File: src/design/rrod_pkg.sv
// Shared constants, types and helper functions of the record ring block.
package rrod_pkg;

	// Ring geometry
	localparam int RING_BYTES  = 2048;
	localparam int ALIGN_BYTES = 4;
	localparam int AW          = $clog2(RING_BYTES);
	localparam int CW          = $clog2(RING_BYTES + 1);

	// Field widths of the item and the result
	localparam int SPACE_W = 12;
	localparam int BATCH_W = 12;
	localparam int DROP_W  = 10;
	localparam int ALN_W   = 9;
	localparam int WW      = ((CW > SPACE_W) ? CW : SPACE_W) + 1;

	// Item kinds
	typedef enum logic [1:0] {
		KIND_PUSH  = 2'd0,
		KIND_DRAIN = 2'd1,
		KIND_READ  = 2'd2
	} kind_t;

	// Commands from the controller to the datapath
	typedef struct packed {
		logic accept;
		logic evict_drop;
		logic note_start;
		logic note_cont;
		logic pad_wr;
		logic commit;
		logic drain_take_all;
		logic drain_step;
		logic drain_fin;
		logic read_out;
		logic done;
	} cmd_t;

	// Status from the datapath to the controller
	typedef struct packed {
		logic note_active;
		logic byte_zero_in;
		logic evict_more;
		logic one_byte_note;
		logic last_byte;
		logic pad_done;
		logic whole_fits;
		logic walk_stop;
	} sts_t;

	// Round a record length up to the alignment boundary
	function automatic logic [ALN_W-1:0] align_up(logic [7:0] n);
		logic [ALN_W-1:0] s;
		s = ALN_W'(n) + ALN_W'(ALIGN_BYTES - 1);
		return ALN_W'((s / ALIGN_BYTES) * ALIGN_BYTES);
	endfunction

	// Advance a ring position by an offset of at most RING_BYTES
	function automatic logic [AW-1:0] ring_adv(logic [AW-1:0] pos, logic [CW-1:0] off);
		logic [CW:0] s;
		s = (CW+1)'(pos) + (CW+1)'(off);
		if (s >= (CW+1)'(RING_BYTES)) begin
			s = s - (CW+1)'(RING_BYTES);
		end
		return s[AW-1:0];
	endfunction

endpackage

File: src/design/rrod_ctrl.sv
// Controller state machine: sequences eviction, note writes, padding, drain walk and reads.
module rrod_ctrl import rrod_pkg::*; (
	input  logic       clk,
	input  logic       arst_n,
	input  logic       start,
	input  logic [1:0] kind,
	input  sts_t       sts,
	output cmd_t       cmd,
	output logic       busy
);

	typedef enum logic [7:0] {
		S_IDLE      = 8'b0000_0001,
		S_EVICT     = 8'b0000_0010,
		S_WR        = 8'b0000_0100,
		S_PAD       = 8'b0000_1000,
		S_DRAIN     = 8'b0001_0000,
		S_DRAIN_FIN = 8'b0010_0000,
		S_READ      = 8'b0100_0000,
		S_NULL      = 8'b1000_0000
	} state_t;

	state_t state_q;
	state_t state_d;

	// Hold the state
	always_ff @(posedge clk or negedge arst_n) begin
		if (!arst_n) begin
			state_q <= S_IDLE;
		end else begin
			state_q <= state_d;
		end
	end

	assign busy = (state_q != S_IDLE);

	// Decode commands and next state
	always_comb begin
		cmd     = '0;
		state_d = state_q;
		case (state_q)
			S_IDLE: begin
				if (start) begin
					cmd.accept = 1'b1;
					case (kind)
						KIND_PUSH: begin
							if (sts.note_active) begin
								state_d = S_WR;
							end else if (sts.byte_zero_in) begin
								state_d = S_NULL;
							end else begin
								state_d = S_EVICT;
							end
						end
						KIND_DRAIN: state_d = S_DRAIN;
						KIND_READ:  state_d = S_READ;
						default:    state_d = S_NULL;
					endcase
				end
			end
			S_EVICT: begin
				if (sts.evict_more) begin
					cmd.evict_drop = 1'b1;
				end else begin
					cmd.note_start = 1'b1;
					if (sts.one_byte_note) begin
						state_d = S_PAD;
					end else begin
						cmd.done = 1'b1;
						state_d  = S_IDLE;
					end
				end
			end
			S_WR: begin
				cmd.note_cont = 1'b1;
				if (sts.last_byte) begin
					state_d = S_PAD;
				end else begin
					cmd.done = 1'b1;
					state_d  = S_IDLE;
				end
			end
			S_PAD: begin
				if (!sts.pad_done) begin
					cmd.pad_wr = 1'b1;
				end else begin
					cmd.commit = 1'b1;
					cmd.done   = 1'b1;
					state_d    = S_IDLE;
				end
			end
			S_DRAIN: begin
				if (sts.whole_fits) begin
					cmd.drain_take_all = 1'b1;
					state_d            = S_DRAIN_FIN;
				end else if (sts.walk_stop) begin
					state_d = S_DRAIN_FIN;
				end else begin
					cmd.drain_step = 1'b1;
				end
			end
			S_DRAIN_FIN: begin
				cmd.drain_fin = 1'b1;
				cmd.done      = 1'b1;
				state_d       = S_IDLE;
			end
			S_READ: begin
				cmd.read_out = 1'b1;
				cmd.done     = 1'b1;
				state_d      = S_IDLE;
			end
			S_NULL: begin
				cmd.done = 1'b1;
				state_d  = S_IDLE;
			end
			default: begin
				state_d = S_IDLE;
			end
		endcase
	end

endmodule

File: config.mk
export PLATFORM = sky130hd
export DESIGN_NAME = rrod_ctrl
export DESIGN_NICKNAME = d
export VERILOG_FILES = /design/src/design/rrod_pkg.sv /design/src/design/rrod_ctrl.sv
export SDC_FILE = /design/constraint.sdc
export NUM_CORES = 1
export LEC_CHECK = 0
export BUFFER_PORTS_ARGS = -buffer_cell sky130_fd_sc_hd__buf_2
export CORE_MARGIN = 2
export CORE_UTILIZATION = 47
export DETAILED_ROUTE_END_ITERATION = 16
export PLACE_DENSITY_LB_ADDON = 0.05
export SYNTH_ARGS = -nofsm -noshare
export SYNTH_HDL_FRONTEND = slang
export SYNTH_SLANG_ARGS = --single-unit
File: constraint.sdc
create_clock -name clk -period 2.5 [get_ports clk]
set_clock_uncertainty 0.1 [all_clocks]
set_input_delay 0.375 -clock clk [delete_from_list [all_inputs] [get_ports clk]]
set_output_delay 0.375 -clock clk [all_outputs]
set_load 0.03 [all_outputs]
; Word-level counts from Yosys, hierarchy flattened
; Cells that the tools add are included.
[classes]
n_eq_ne = 15
n_mux = 30
reduce_logical = 3
[op_table]
columns = operator, count
row1 = 8-bit two-way mux, 7
row2 = 8-bit case mux with 5 select lines, 1
row3 = 8-bit case mux with 3 select lines, 1
row4 = 1-bit two-way mux, 15
row5 = 8-bit by 1-bit == test with 1-bit output (second input constant), 1
row6 = 8-bit by 2-bit == test with 1-bit output (second input constant), 1
row7 = 8-bit by 3-bit == test with 1-bit output (second input constant), 1
row8 = 8-bit by 4-bit == test with 1-bit output (second input constant), 1
row9 = 8-bit by 5-bit == test with 1-bit output (second input constant), 1
row10 = 8-bit by 6-bit == test with 1-bit output (second input constant), 1
row11 = 8-bit by 7-bit == test with 1-bit output (second input constant), 1
row12 = 8-bit == test (second input constant), 1
row13 = 4-bit two-way mux, 2
row14 = 8-bit by 1-bit != test with 1-bit output (second input constant), 1
row15 = 2-bit two-way mux, 3
row16 = 2-bit != test (second input constant), 3
row17 = 1-bit case mux with 4 select lines, 1
row18 = 4-bit AND reduction, 1
row19 = 3-bit != test (second input constant), 1
row20 = 3-bit OR reduction, 1
row21 = 2-bit by 1-bit == test with 1-bit output (second input constant), 1
row22 = 2-bit == test (second input constant), 1
row23 = 2-bit zero test, 1
[totals]
reg_bits = 8
input_bits = 13
out_inout_bits = 12

; Depth between registers and ports, before layout
; Gate-level depths: netlist of run 1.
[depth]
ltp_word = 5
mapped_depth = 6

; Worst setup path after synthesis of run 1
; Ideal clock, no wire load.
[synth_path]
kind = register -> output
start = reg state_q[5]
end = out cmd[0] (netlist name)
arrival_time_ns = 1.863
required_time_ns = 2.025
path_slack_ns = 0.162
path_stages_with_launch = 5
path_buffers = 0
path_cell_list = dfrtp_1 -> or3_4 -> nor4_4 -> nand2_1 -> o31ai_1
[synth_lines]
columns = element, line_no
row1 = from (decl), rrod_ctrl.sv:23  ; state_t state_q;
row2 = from (signal assigned), rrod_ctrl.sv:31  ; state_q <= state_d;
row3 = to (decl), rrod_ctrl.sv:8  ; output cmd_t cmd,

==> results.toml, run 1 <==
[critical_path]
crit_path_end_kind = "output port"
slowest_delay_ns = 0.45
path_cells = "or3_4 > nor4_4 > and3b_2 > nand2_4 > inv_1 > buf_2"
crit_required_ns = 2.03
crit_slowest_cell = "or3_4"
arrival_ns = 1.95
path_class = "reg2out"
startpoint_type = "flop"
cp_max_fo = 7

[cells_and_area]
design_area_um2 = 822
reg_top3 = "state_q (8)"
largest-register = "state_q"
fin_util = 0.632
fin_nets = 115
largest_register_ffs = 8
area_growth_pct = 25.1
antennaDiodeCount = 0
instances_no_fill = 116
drive_above_1_share = 0.396

[min_path]
hp-class = "in2reg"

[detailed_routing]
antenna_left = 0
drc = 0
via_per_inst = 5.27
wirelength_met1_um = 659
route.met2.wl_um = 657
vias = 611
drt-wirelength-per-cell_um = 11.9
drt_iter0_markers = 2
routed_wl_mm = 1.38
met3WireLength_um = 48
topRoutingLayerUsed = "met4"
first_pass_iters = 2

[timing]
timing.final.crit_share = 0.970
slew_headroom = 0.784
maxSlewViolCount = 0
worst_pin_slew_ns = 0.325
fin_tns_setup_ns = 0
timing.fmax_mhz = 412
setup_viol = 0
final.min_clock_period_ns = 2.42
fin_ws_ns = 0.0753
whs_ns = 0.267
rsz0062_at_grt = "false"
finalHoldViolCount = 0

[yosys]
ys.flop_type = "dfrtp_1"
yosysWarnings = 0
synth.largest_area_cell = "dfrtp_1"
synth_cell_types = 39
yosys.area.top_type_share = 0.267
netlist_area_um2 = 657
avgSynthCellArea_um2 = 8.88
synth_cells = 74
synth_edf_count = 0
synth_area_leaders = "dfrtp_1 (27%), nor4_4 (6.5%), nor2_1 (6.3%)"
postSynth.asyncResetShare = 1.00
seq_area_frac_synth = 0.307
syn-num-nets = 87
yosys-top-cells-count = "nor2_1 (11), dfrtp_1 (7), nand2_1 (6)"
synth_seq_cells = 8
synth.most_common_cell = "nor2_1"

[global_routing]
grt.total_usage = 0.187
grt_pass1_wl_mm = 2.06
antenna_found_initial = 0
grt_max_degree = 10
grt_pass1_vias = 506
gr-total-overflow = 0

[floorplanning]
io_pins = 25
coreArea_um2 = 1300
die_y_um = 41.4
start_util = 0.505
die_x_um = 41.4
row_count = 13
die_area_um2 = 1710

[cts]
clock_latency_ns = 0.25
clk_pin_slew_worst_paths_ns = 0.05
post_cts_resized = 0
htreeDepth = 1
cts_buffers = 3
ctsLongestPathBuffers = 2
cts_tree = "built"
ctsRootBufferMaster = "clkbuf_4"
cts.sinks = 8

[run]
maxCapViolations = 0

[power]
max-vdd-ir-drop_mv = 0.487
pwr_density_cell_nw_per_um2 = 810
total_power_uw = 666
p_leak_nw = 0.406

[placed_design]
gp_congestion = 0.823
portBuffers = 24
dp.cells = 111
dpl.hpwl_mm = 1.15
post_dp_cell_area_um2 = 786
dp_slack_ns = 0.357

[run_status]
status = "finished, final reports clean"
==> worst max-delay path, delay by kind of cell (launching register included) <==
kind          cells  cell delay, ns
flops             1            0.43
simple gates      4            1.03
buf+inv           2            0.23
==> routing by layer <==
layer  vias to the layer above  global-route usage
met5                         -                   0
li1                        323                   -
met4                         0               0.121
met3                         2              0.0160
met1                       271               0.244
met2                        15               0.293
==> path summary, 6_finish.rpt <==
| kind | end | slack, ns | cells after the start | startpoint |
|---|---|---|---|---|
| worst max-delay path | cmd[10] | 0.08 | 6 | state_q[5]$_DFFE_PN0P_ |
| worst min-delay path | state_q[2]$_DFFE_PN0P_ | 0.27 | 2 | kind[1] |
| worst max register to register | state_q[0]$_DFFE_PN1P_ | 0.54 | 5 | state_q[5]$_DFFE_PN0P_ |
| worst min register to register | state_q[5]$_DFFE_PN0P_ | 0.57 | 2 | state_q[6]$_DFFE_PN0P_ |
| max in group asynchronous | state_q[0]$_DFFE_PN1P_ | 1.67 | 2 | arst_n |
| min in group asynchronous | state_q[4]$_DFFE_PN0P_ | 0.40 | 2 | arst_n |
==> layout by cell type, fill, tap and decap left out, types with 2 or more instances in the layout <==
cell,Yosys,routed
nand2_1,6,6
nand4b_1,2,2
a21oi_1,4,4
or3_4,2,2
o21ai_0,3,3
inv_1,4,4
buf_2,1,24
dfrtp_1,7,7
nor2_1,11,11
nor4_4,2,2
nor2b_1,2,2
o21bai_1,2,2
nor4_1,2,2
clkbuf_4,0,3
==> power breakdown <==
| part | internal, mW | switching (mW) |
|---|---|---|
| logic | 0.155 | 0.210 |
| registers | 0.158 | 0.0394 |
| clock network | 0.0610 | 0.0426 |
| total | 0.374 | 0.292 |
==> timing repair <==
action	CTS	global route
endpoints found under the hold margin	7	0
hold buffers	1	0
setup buffers	0	0
==> area by class of cell <==
type / count / area, um^2
clock buffer: 4 / 26.3
fill: 120 / 479
inverter: 4 / 15.0
multi-input combinational: 60 / 430
sequential: 8 / 201
tap: 15 / 18.8
timing repair buffer: 25 / 130
==> cell families after synthesis <==
family,count (synthesis),synth area share
AO/OA/AOI/OAI,14,0.133
XOR/XNOR,2,0.0267
buffers and inverters,6,0.0381
flip-flops,8,0.307
multiplexers,1,0.0171
AND/OR/NAND/NOR,43,0.478
Power figures use the tool's default switching activity.
==> run 2: changes to the inputs <==
- ABC_AREA: not set -> 1
- CORE_UTILIZATION: 47 -> 48
==> run 2 against run 1 <==
Effect of this change:
- sequential power is essentially flat
- core utilization shrank 0.59 points
- count of clock-buffer cells in the layout is the same
- worst setup slack gained 0.32 ns
- cell area grew 12%
- critical endpoint is now cmd[0]
- largest power group unchanged
==> results.toml, run 2 <==
[yosys]
synth_seq_cells = 8
synth_area_leaders = "dfrtp_1 (24%), inv_1 (12%), nand2_1 (12%)"
yosysWarnings = 0
avgSynthCellArea_um2 = 6.65
synth_edf_count = 0
synth.largest_area_cell = "dfrtp_1"
synth_cells = 112
yosys-top-cells-count = "inv_1 (24), nand2_1 (24), nor2_1 (18)"
seq_area_frac_synth = 0.271
postSynth.asyncResetShare = 1.00
syn-num-nets = 125
synth_cell_types = 21
netlist_area_um2 = 744
yosys.area.top_type_share = 0.235
ys.flop_type = "dfrtp_1"

[timing]
worst_pin_slew_ns = 0.249
timing.final.crit_share = 0.840
setup_viol = 0
timing.fmax_mhz = 476
final.min_clock_period_ns = 2.10
slew_headroom = 0.834
finalHoldViolCount = 0
fin_ws_ns = 0.399
maxSlewViolCount = 0
rsz0062_at_grt = "false"
fin_tns_setup_ns = 0

[cells_and_area]
antennaDiodeCount = 0
area_growth_pct = 23.7
drive_above_1_share = 0.369
fin_nets = 155
largest-register = "state_q"
fillers = 150
regArea_um2 = 201
reg_top3 = "state_q (8)"
final_cell_mix = "inv_1 (24), nand2_1 (24), buf_2 (24), nor2_1 (18)"
largest_register_ffs = 8
multiInputGateArea_um2 = 433

[global_routing]
grt_pass1_vias = 635
grt.total_usage = 0.187
grt_pass1_wl_mm = 2.57
grt_max_degree = 9
antenna_found_initial = 0
gr-total-overflow = 0

[detailed_routing]
vias = 725
first_pass_iters = 4
antenna_left = 0
drc = 0
drt_iter0_markers = 8
routed_wl_mm = 1.48
via_per_inst = 4.62
drt-wirelength-per-cell_um = 9.45

[critical_path]
path_cells = "nor2_4 > nand2_8 > inv_4 > nand3_1 > nor2_1 > nor2_1 > nand3_1 > buf_2"
startpoint_type = "flop"
crit_slowest_cell = "dfrtp_1"
path_class = "reg2out"
crit_path_end_kind = "output port"
arrival_ns = 1.63
slowest_delay_ns = 0.41
cp_num_buf_inv = 2
critPathTopFamily = "simple AND/OR/NAND/NOR gates"
cp_max_fo = 4
crit_required_ns = 2.03

[power]
pwr_density_cell_nw_per_um2 = 957
max-vdd-ir-drop_mv = 0.802
p_leak_nw = 0.576

[placed_design]
portBuffers = 24
dpl.hpwl_mm = 1.29
gp_congestion = 0.891
dp_slack_ns = 0.647

[floorplanning]
io_pins = 25
start_util = 0.506
die_x_um = 43.4
die_y_um = 43.4
row_count = 14
die_area_um2 = 1880
coreArea_um2 = 1470

[cts]
htreeDepth = 1
clk_pin_slew_worst_paths_ns = 0.05
cts_tree = "built"
ctsRootBufferMaster = "clkbuf_4"
cts_buffers = 3
cts.sinks = 8
post_cts_resized = 0
ctsLongestPathBuffers = 2
clock_latency_ns = 0.24
cts_setup_buffers = 0
cts_hold_buf = 1

[run_status]
status = "finished, final reports clean"

[run]
maxCapViolations = 0

[min_path]
hp-class = "in2reg"
[run 2: cell count changes in the layout (fill, tap and decap cells not counted), sizes merged, moves of 8 or more]
cell	previous run	this run
inv	4	28
nand2	8	29
nor2	11	28
nand3	0	8
[run 2: power by group]
group / switching, mW / internal, mW
clock network: 0.0404 / 0.0608
logic: 0.403 / 0.182
registers: 0.0291 / 0.166
total: 0.472 / 0.409
[run 2: worst reg2reg max path: cells and delay by family (launching register included)]
family	cells	cell delay, ns
AND/OR/NAND/NOR	7	0.60
flip-flops	1	0.52
buffers and inverters	2	0.13
[run 2: path summary, 6_finish.rpt]
path                                        start  slack, ns  cells past startpoint                     end
min in group asynchronous                  arst_n       0.39                      2  state_q[1]$_DFFE_PN0P_
max in group asynchronous                  arst_n       1.67                      2  state_q[0]$_DFFE_PN1P_
hold / removal                              start       0.27                      4  state_q[0]$_DFFE_PN1P_
setup / recovery           state_q[5]$_DFFE_PN0P_       0.40                      8                  cmd[0]
hold reg to reg            state_q[3]$_DFFE_PN0P_       0.64                      4  state_q[3]$_DFFE_PN0P_
setup reg to reg           state_q[0]$_DFFE_PN1P_       1.01                      9  state_q[7]$_DFFE_PN0P_
[run 2: logic make-up after synthesis]
logic type             Yosys count  share of synthesized area
AO/OA/AOI/OAI                    3                     0.0235
buffers and inverters           28                      0.148
flip-flops                       8                      0.271
AND/OR/NAND/NOR                 73                      0.558
[run 2: cell type report]
cell class | count | share of cell area
clock buffer | 4 | 0.0285
inverter | 28 | 0.120
multi-input combinational | 76 | 0.470
sequential | 8 | 0.219
tap | 16 | 0.0217
timing repair buffer | 25 | 0.141
[run 2: layer usage]
metal  vias to the layer above  track usage  part of all wire
met3                         2       0.0167             0.065
met2                        29        0.287              0.45
met5                         -            0                 0
met1                       300        0.251              0.46
met4                         0        0.127             0.018
li1                        394            -                 -
[run 2: stage by stage]
stage	hold slack (ns)	total power, mW	area (um^2)	utilization	cells
CTS	0.272	0.888	921	0.626	157
global route	0.303	0.952	921	0.626	157
detailed placement	0.119	0.784	885	0.601	152
finish	0.273	0.882	921	0.626	157
floorplan	-0.0206	0.678	744	-	112
global placement	0.118	0.777	885	0.601	152
